## src/design/p16f32_pkg.sv

```systemverilog
// ----------------------------------------------------------------------------
// p16f32_pkg
// Shared types and constants for the PCM16 / float32 converter.
// ----------------------------------------------------------------------------
package p16f32_pkg;

    localparam logic       OP_TO_FLOAT  = 1'b0;
    localparam logic       OP_TO_SAMPLE = 1'b1;
    localparam logic [7:0] EXP_BIAS     = 8'd127;
    localparam logic [7:0] EXP_MAX      = 8'd255;
    localparam logic [30:0] LIMIT_MAG   = 31'h3F7FFDF8;

    typedef struct packed {
        logic        op;
        logic [15:0] sample_in;
        logic [31:0] float_in;
    } t_in;

    typedef struct packed {
        logic [31:0] float_out;
        logic [15:0] sample_out;
    } t_out;

    // Stage 1 to stage 2 work item
    typedef struct packed {
        logic        op;
        logic        sign;
        logic        zero;     // result forced to zero
        logic [15:0] mag;      // to float: magnitude 1..32768
        logic [4:0]  lz;       // to float: leading zeros of mag
        logic [23:0] mant;     // to sample: mantissa with hidden bit
        logic [4:0]  shift;    // to sample: right shift, < 32
    } t_mid;

endpackage

```

## src/design/p16f32_if.sv

```systemverilog
// ----------------------------------------------------------------------------
// p16f32_if
// Valid/ready stream channel carrying one payload per transfer.
// ----------------------------------------------------------------------------
interface p16f32_if #(
    parameter type T = logic
);
    logic valid;
    logic ready;
    T     data;

    modport source (output valid, output data, input ready);
    modport sink   (input valid, input data, output ready);
endinterface

```

## src/design/p16f32_decode.sv

```systemverilog
// ----------------------------------------------------------------------------
// p16f32_decode
// Stage 1: magnitude, leading-zero count, float clamp and shift amount.
// ----------------------------------------------------------------------------
module p16f32_decode (
    input  p16f32_pkg::t_in  i_in,
    output p16f32_pkg::t_mid o_mid
);
    import p16f32_pkg::*;

    logic [15:0] mag;
    logic [4:0]  lz;
    logic        neg;
    logic [30:0] fmag;
    logic        fsign;
    logic [7:0]  e;
    logic [8:0]  sh;

    always_comb begin
        neg = i_in.sample_in[15];
        mag = neg ? (16'd0 - i_in.sample_in) : i_in.sample_in;
        lz  = 5'd16;
        for (int k = 0; k < 16; k++) begin
            if (mag[k]) lz = 5'(15 - k);
        end
        fsign = i_in.float_in[31];
        fmag  = i_in.float_in[30:0];
        if (fmag[30:23] == EXP_MAX && fmag[22:0] != 23'd0) begin
            fsign = 1'b0;
            fmag  = LIMIT_MAG;
        end else if (fmag > LIMIT_MAG) begin
            fmag = LIMIT_MAG;
        end
        e  = fmag[30:23];
        sh = 9'd135 - {1'b0, e};
        o_mid.op    = i_in.op;
        o_mid.mag   = mag;
        o_mid.lz    = lz;
        o_mid.mant  = {1'b1, fmag[22:0]};
        o_mid.shift = sh[4:0];
        if (i_in.op == OP_TO_FLOAT) begin
            o_mid.sign = neg;
            o_mid.zero = (i_in.sample_in == 16'd0);
        end else begin
            o_mid.sign = fsign;
            o_mid.zero = (e == 8'd0) || (sh >= 9'd32);
        end
    end
endmodule

```

## src/design/p16f32_pack.sv

```systemverilog
// ----------------------------------------------------------------------------
// p16f32_pack
// Stage 2: normalizing / denormalizing shift and result packing.
// ----------------------------------------------------------------------------
module p16f32_pack (
    input  p16f32_pkg::t_mid i_mid,
    output p16f32_pkg::t_out o_out
);
    import p16f32_pkg::*;

    logic [15:0] norm;
    logic [7:0]  ex;
    logic [23:0] v;

    always_comb begin
        norm = i_mid.mag << i_mid.lz;
        ex   = EXP_BIAS - {3'd0, i_mid.lz};
        v    = i_mid.mant >> i_mid.shift;
        o_out = '0;
        if (i_mid.zero) begin
            o_out = '0;
        end else if (i_mid.op == OP_TO_FLOAT) begin
            o_out.float_out = {i_mid.sign, ex, norm[14:0], 8'd0};
        end else begin
            o_out.sample_out = i_mid.sign ? (16'd0 - v[15:0]) : v[15:0];
        end
    end
endmodule

```

## src/design/pcm16_float32_converter.sv

```systemverilog
// ----------------------------------------------------------------------------
// pcm16_float32_converter
// Converts audio samples between signed 16-bit PCM and IEEE single floats.
// ----------------------------------------------------------------------------
// Usage:
//   i_in  (sink):   op, sample_in, float_in. op 0 turns the sample into the
//                   float bits of sample/32768; op 1 turns a float into a
//                   sample clamped to +-0.999969 and truncated toward zero.
//   o_out (source): float_out, sample_out; the unused field reads zero.
//   Three register stages: input register, decode (leading-zero count,
//   clamp, shift amount), shift/pack into the output register. The result
//   passes through the input, decode and output registers in turn before
//   o_out.valid rises. One item per cycle sustained while the receiver
//   does not stall, set by the stage registers.
//   Each stage carries a valid bit and advances when its next stage is
//   free, so a receiver stall fills the pipe and then drops i_in.ready;
//   nothing is lost or repeated. Synchronous reset clears the valid bits.
// ----------------------------------------------------------------------------
module pcm16_float32_converter (
    input  logic      i_clk,
    input  logic      i_rst_n,
    p16f32_if.sink    i_in,
    p16f32_if.source  o_out
);
    import p16f32_pkg::*;

    t_in  r_s1;
    t_mid r_s2, n_s2;
    t_out r_s3, n_s3;
    logic r_v1, r_v2, r_v3;
    logic adv3, adv2, adv1;

    // stage enables: a stage moves if the one after is empty or moving
    assign adv3 = !r_v3 || o_out.ready;
    assign adv2 = !r_v2 || adv3;
    assign adv1 = !r_v1 || adv2;
    assign i_in.ready = adv1;

    p16f32_decode u_dec (.i_in(r_s1), .o_mid(n_s2));
    p16f32_pack   u_pck (.i_mid(r_s2), .o_out(n_s3));

    always_ff @(posedge i_clk) begin
        if (!i_rst_n) begin
            r_v1 <= 1'b0;
            r_v2 <= 1'b0;
            r_v3 <= 1'b0;
        end else begin
            if (adv1) r_v1 <= i_in.valid;
            if (adv2) r_v2 <= r_v1;
            if (adv3) r_v3 <= r_v2;
        end
        if (adv1) r_s1 <= i_in.data;
        if (adv2) r_s2 <= n_s2;
        if (adv3) r_s3 <= n_s3;
    end

    assign o_out.valid = r_v3;
    assign o_out.data  = r_s3;

    a_stall_hold: assert property (@(posedge i_clk) disable iff (!i_rst_n)
        r_v3 && !o_out.ready |=> r_v3 && $stable(r_s3))
        else $error("output changed during stall");
    a_full_block: assert property (@(posedge i_clk) disable iff (!i_rst_n)
        r_v1 && r_v2 && r_v3 && !o_out.ready |-> !i_in.ready)
        else $error("accepted into full pipe");
    a_one_field: assert property (@(posedge i_clk) disable iff (!i_rst_n)
        r_v3 |-> (r_s3.float_out == 32'd0 || r_s3.sample_out == 16'd0))
        else $error("both result fields nonzero");
endmodule
```

## src/flat_wrapper.sv

```systemverilog
// flat-port wrapper written by rule: the top's interface ports become plain ports
module pcm16_float32_converter_flat import p16f32_pkg::*;
  (i_clk, i_rst_n, i_in_valid, i_in_data, i_in_ready, o_out_valid, o_out_data, o_out_ready);
  p16f32_if i_in_i ();
  p16f32_if o_out_i ();
  input  logic i_clk;
  input  logic i_rst_n;
  input wire logic [$bits(i_in_i.valid)-1:0] i_in_valid;
  input wire logic [$bits(i_in_i.data)-1:0] i_in_data;
  output wire logic [$bits(i_in_i.ready)-1:0] i_in_ready;
  output wire logic [$bits(o_out_i.valid)-1:0] o_out_valid;
  output wire logic [$bits(o_out_i.data)-1:0] o_out_data;
  input wire logic [$bits(o_out_i.ready)-1:0] o_out_ready;
  assign i_in_i.valid = i_in_valid;
  assign i_in_i.data = i_in_data;
  assign i_in_ready = i_in_i.ready;
  assign o_out_valid = o_out_i.valid;
  assign o_out_data = o_out_i.data;
  assign o_out_i.ready = o_out_ready;
  pcm16_float32_converter u_core (.i_clk(i_clk), .i_rst_n(i_rst_n), .i_in(i_in_i), .o_out(o_out_i));
endmodule
```

## config.mk

```make
export PLATFORM = sky130hd
export DESIGN_NAME = pcm16_float32_converter_flat
export DESIGN_NICKNAME = d
export VERILOG_FILES = /design/src/design/p16f32_pkg.sv /design/src/design/p16f32_if.sv /design/src/design/p16f32_decode.sv /design/src/design/p16f32_pack.sv /design/src/design/pcm16_float32_converter.sv /design/src/flat_wrapper.sv
export SDC_FILE = /design/constraint.sdc
export NUM_CORES = 1
export LEC_CHECK = 0
export BUFFER_PORTS_ARGS = -buffer_cell sky130_fd_sc_hd__buf_2
export CAP_MARGIN = 20
export CORE_AREA = 8 8 45 47
export DETAILED_ROUTE_END_ITERATION = 12
export DIE_AREA = 0 0 53 55
export PLACE_DENSITY_LB_ADDON = 0.3
export SLEW_MARGIN = 10
export SYNTH_ARGS = -nofsm -noshare
export SYNTH_HDL_FRONTEND = slang
export SYNTH_SLANG_ARGS = --single-unit
```

## constraint.sdc

```tcl
create_clock -name i_clk -period 0.9 [get_ports i_clk]
set_clock_uncertainty 0.05 [all_clocks]
set_input_delay 0.09 -clock i_clk [delete_from_list [all_inputs] [get_ports i_clk]]
set_output_delay 0.09 -clock i_clk [all_outputs]
set_load 0.02 [all_outputs]
```

==> flow_metrics.tcl <==
set metrics [dict create \
    outcome "finished with violations" \
    violations "negative setup slack" \
    combPwrFrac_pct 8.5 \
    firstDrtPassIters 2 \
    die-area_um2 2920 \
    hp-start "i_in_valid" \
    fillCellCount 158 \
    fin_tns_setup_ns -0.243 \
    top_usage_layer "met3" \
    grt_usage_pct 3.06 \
    post_synth_fa_ha_maj_area_fraction_pct 0 \
    pwr_density_cell_nw_per_um2 1800 \
    cts_buffer_depth 2 \
    diodes 0 \
    cts_tree "built" \
    yosysSeqAreaShare_pct 47.5 \
    area_delta_synth_final_pct 81.2 \
    cap_viol_max_count 0 \
    power_frac_clock_pct 56.6 \
    synth-compound-area-share_pct 17.8 \
    min_period_ns 1.08 \
    ys_seq_elements 3 \
    synth_mux_area_share_pct 0 \
    final_max_slew_viol_count 0 \
    synth_top_family_by_area "simple AND/OR/NAND/NOR gates" \
    pre_cts_ws_ns 0.0355 \
    antenna_found_initial 0 \
    cp-start-kind "flip-flop" \
    drtAntennaViolNets 0 \
    setup_violations 4 \
    met2_usage_pct 3.32 \
    yosys.area.top_type "dfxtp_1" \
    routed_via_density 3.03 \
    wire_per_inst_um 8.53 \
    power_switching_share_pct 20.8 \
    syn_area_um2 126 \
    hold_path.class "in -> reg" \
    hold_depth 2 \
    grt_pass1_wl_um 572 \
    drc 0 \
    leakagePower_nw 0.107 \
    worst-path-buf-inv 2 \
    whs_ns 0.0439 \
    fin_crit_sh_pct 119 \
    r2r_slack_ns -0.04 \
    ctsHoldBuffers 0 \
    cp_cell_sequence "and4b_1, inv_1, buf_6" \
    ff2ff_path_depth 3 \
    synthTopCellsByArea "dfxtp_1 48%, o21a_1 18%, and3b_2 7.9%" \
    crit_type "reg -> out" \
    hold_path_end "u_core.r_v1" \
    synth_nets 17 \
    htreeDepth 1 \
    crit_fanout 2 \
    core_area_um2 1380 \
    dieWidth_um 53 \
    row_count 14 \
    p_sw_mw 0.0860 \
    rsz0062_at_grt "yes" \
    cts_sinks 3 \
    met1_usage_pct 3.03 \
    wirelength_um 324 \
    drt_iter0_drc 5 \
    clk-insertion-delay-late_ns 0.23 \
    pwr-share-seq_pct 34.9 \
    crit_path_top_delay_cell "dfxtp_2" \
    avgSynthCellArea_um2 10.5 \
    timing.fmax_mhz 930 \
    hold_viol 0 \
    start_util_pct 9.13 \
    required_ns 0.76 \
    netlist_instances 12 \
    cts_buffers 3 \
    clk_pin_slew_ns 0.04 \
    num-nets-final 28 \
    peakVddDrop_mv 0.740 \
    vias 115 \
    p_int_mw 0.327 \
    yosysWarnings 0 \
    port_buffers 5 \
    path_delay_family "flip-flops" \
    first_global_vias 135 \
    grt_max_degree 4 \
    grt-ovfl-total 0 \
    grtUsageMet3_pct 3.48 \
    synth_cell_types 8 \
    drive_above_1_share_pct 68.2 \
    worstReg2RegEnd "u_core.r_v2" \
    synth_xor_area_share_pct 0 \
    endpoint_kind "output pin" \
    timing.rr.start "u_core.o_out.valid" \
    hpwl_um 245 \
    crit_path_max_incr_delay_ns 0.32 \
    synth_top_area_share_pct 47.5 \
    gp_congestion 0.587 \
    cts-root-buf "clkbuf_4" \
    timing.final.ws_setup_ns -0.175 \
    synth_simple_gate_area_share_pct 22.8 \
    ios 8 \
    fp.dieH_um 55 \
    crit_arrival_ns 0.94 \
]
==> worst max-delay path by stage <==
| stage | startpoint | end | slack [ns] | depth (start not counted) |
|---|---|---|---|---|
| global route | u_core.r_v1 | i_in_ready | -0.23 | 3 |
| global placement | u_core.o_out.valid | i_in_ready | 0.03 | 3 |
| detailed placement | u_core.o_out.valid | i_in_ready | 0.04 | 3 |
| CTS | u_core.r_v1 | i_in_ready | -0.19 | 3 |
| finish | u_core.o_out.valid | i_in_ready | -0.18 | 3 |
| floorplan | u_core.o_out.valid | u_core.r_v1 | 0.03 | 2 |
==> worst reg2reg max path: cells and delay by family, from the launching register on <==
kind / cells / cell delay [ns]
flops: 1 / 0.31
compound gates: 1 / 0.16
buf+inv: 1 / 0.11
simple gates: 1 / 0.20
==> cell families (layout without fill, tap and decap cells) <==
family                 count (synthesis)  in the layout
AOI/OAI and AO/OA                      3              3
DFF                                    3              3
other                                  1              1
buffers and inverters                  2             12
and+or+nand+nor                        3              3
==> cell usage in the layout, fill, tap and decap left out <==
master    count
and2b_2       1
and3b_2       1
and4b_1       1
buf_2         3
buf_6         4
clkbuf_1      1
clkbuf_4      3
conb_1        1
dfxtp_2       3
inv_1         1
o21a_1        3
==> metal layers <==
layer	up-vias	share of wire, %
li1	58	-
met4	0	0
met5	-	0
met2	6	33
met3	0	14
met1	51	53
==> Yosys cell counts <==
cell / instances
o21a_1: 3
and4b_1: 1
and3b_2: 1
inv_1: 1
buf_4: 1
dfxtp_1: 3
and2b_2: 1
conb_1: 1
==> metrics by stage <==
stage	area [um^2]	power, mW	std cells	util, %
after floorplan	128	0.161	12	-
after global placement	165	0.170	32	11.9
after detailed placement	165	0.170	32	11.9
after CTS	215	0.417	38	15.6
after global routing	229	0.453	38	16.5
final	229	0.413	38	16.5
==> timing repair <==
action / 4_1_cts / 5_1_grt
setup buffers: 2 / 0
pin swaps: 1 / 1
gates resized for setup: 4 / 4
endpoints found under the setup margin: 1 / 4
==> sequential cells by signal (all words and copies together) (netlist names) <==
register            cells
u_core.o_out.valid      1
u_core.r_v1             1
u_core.r_v2             1
==> final cells by class <==
type	count	area, um^2	area share (%)
sequential	3	63.8	27.9
multi-input combinational	7	55.1	24.0
inverter	1	3.75	1.64
timing repair buffer	7	60.1	26.2
tap	16	20.0	8.74
clock buffer	4	26.3	11.5
==> power groups by stage <==
stage | logic, mW | clock network (mW) | registers [mW]
finish | 0.0350 | 0.234 | 0.144
global route | 0.0381 | 0.270 | 0.145
CTS | 0.0303 | 0.243 | 0.144
detailed placement | 0.0245 | 0 | 0.146
global placement | 0.0240 | 0 | 0.146
floorplan | 0.0143 | 0 | 0.147
Power figures use the tool's default switching activity.
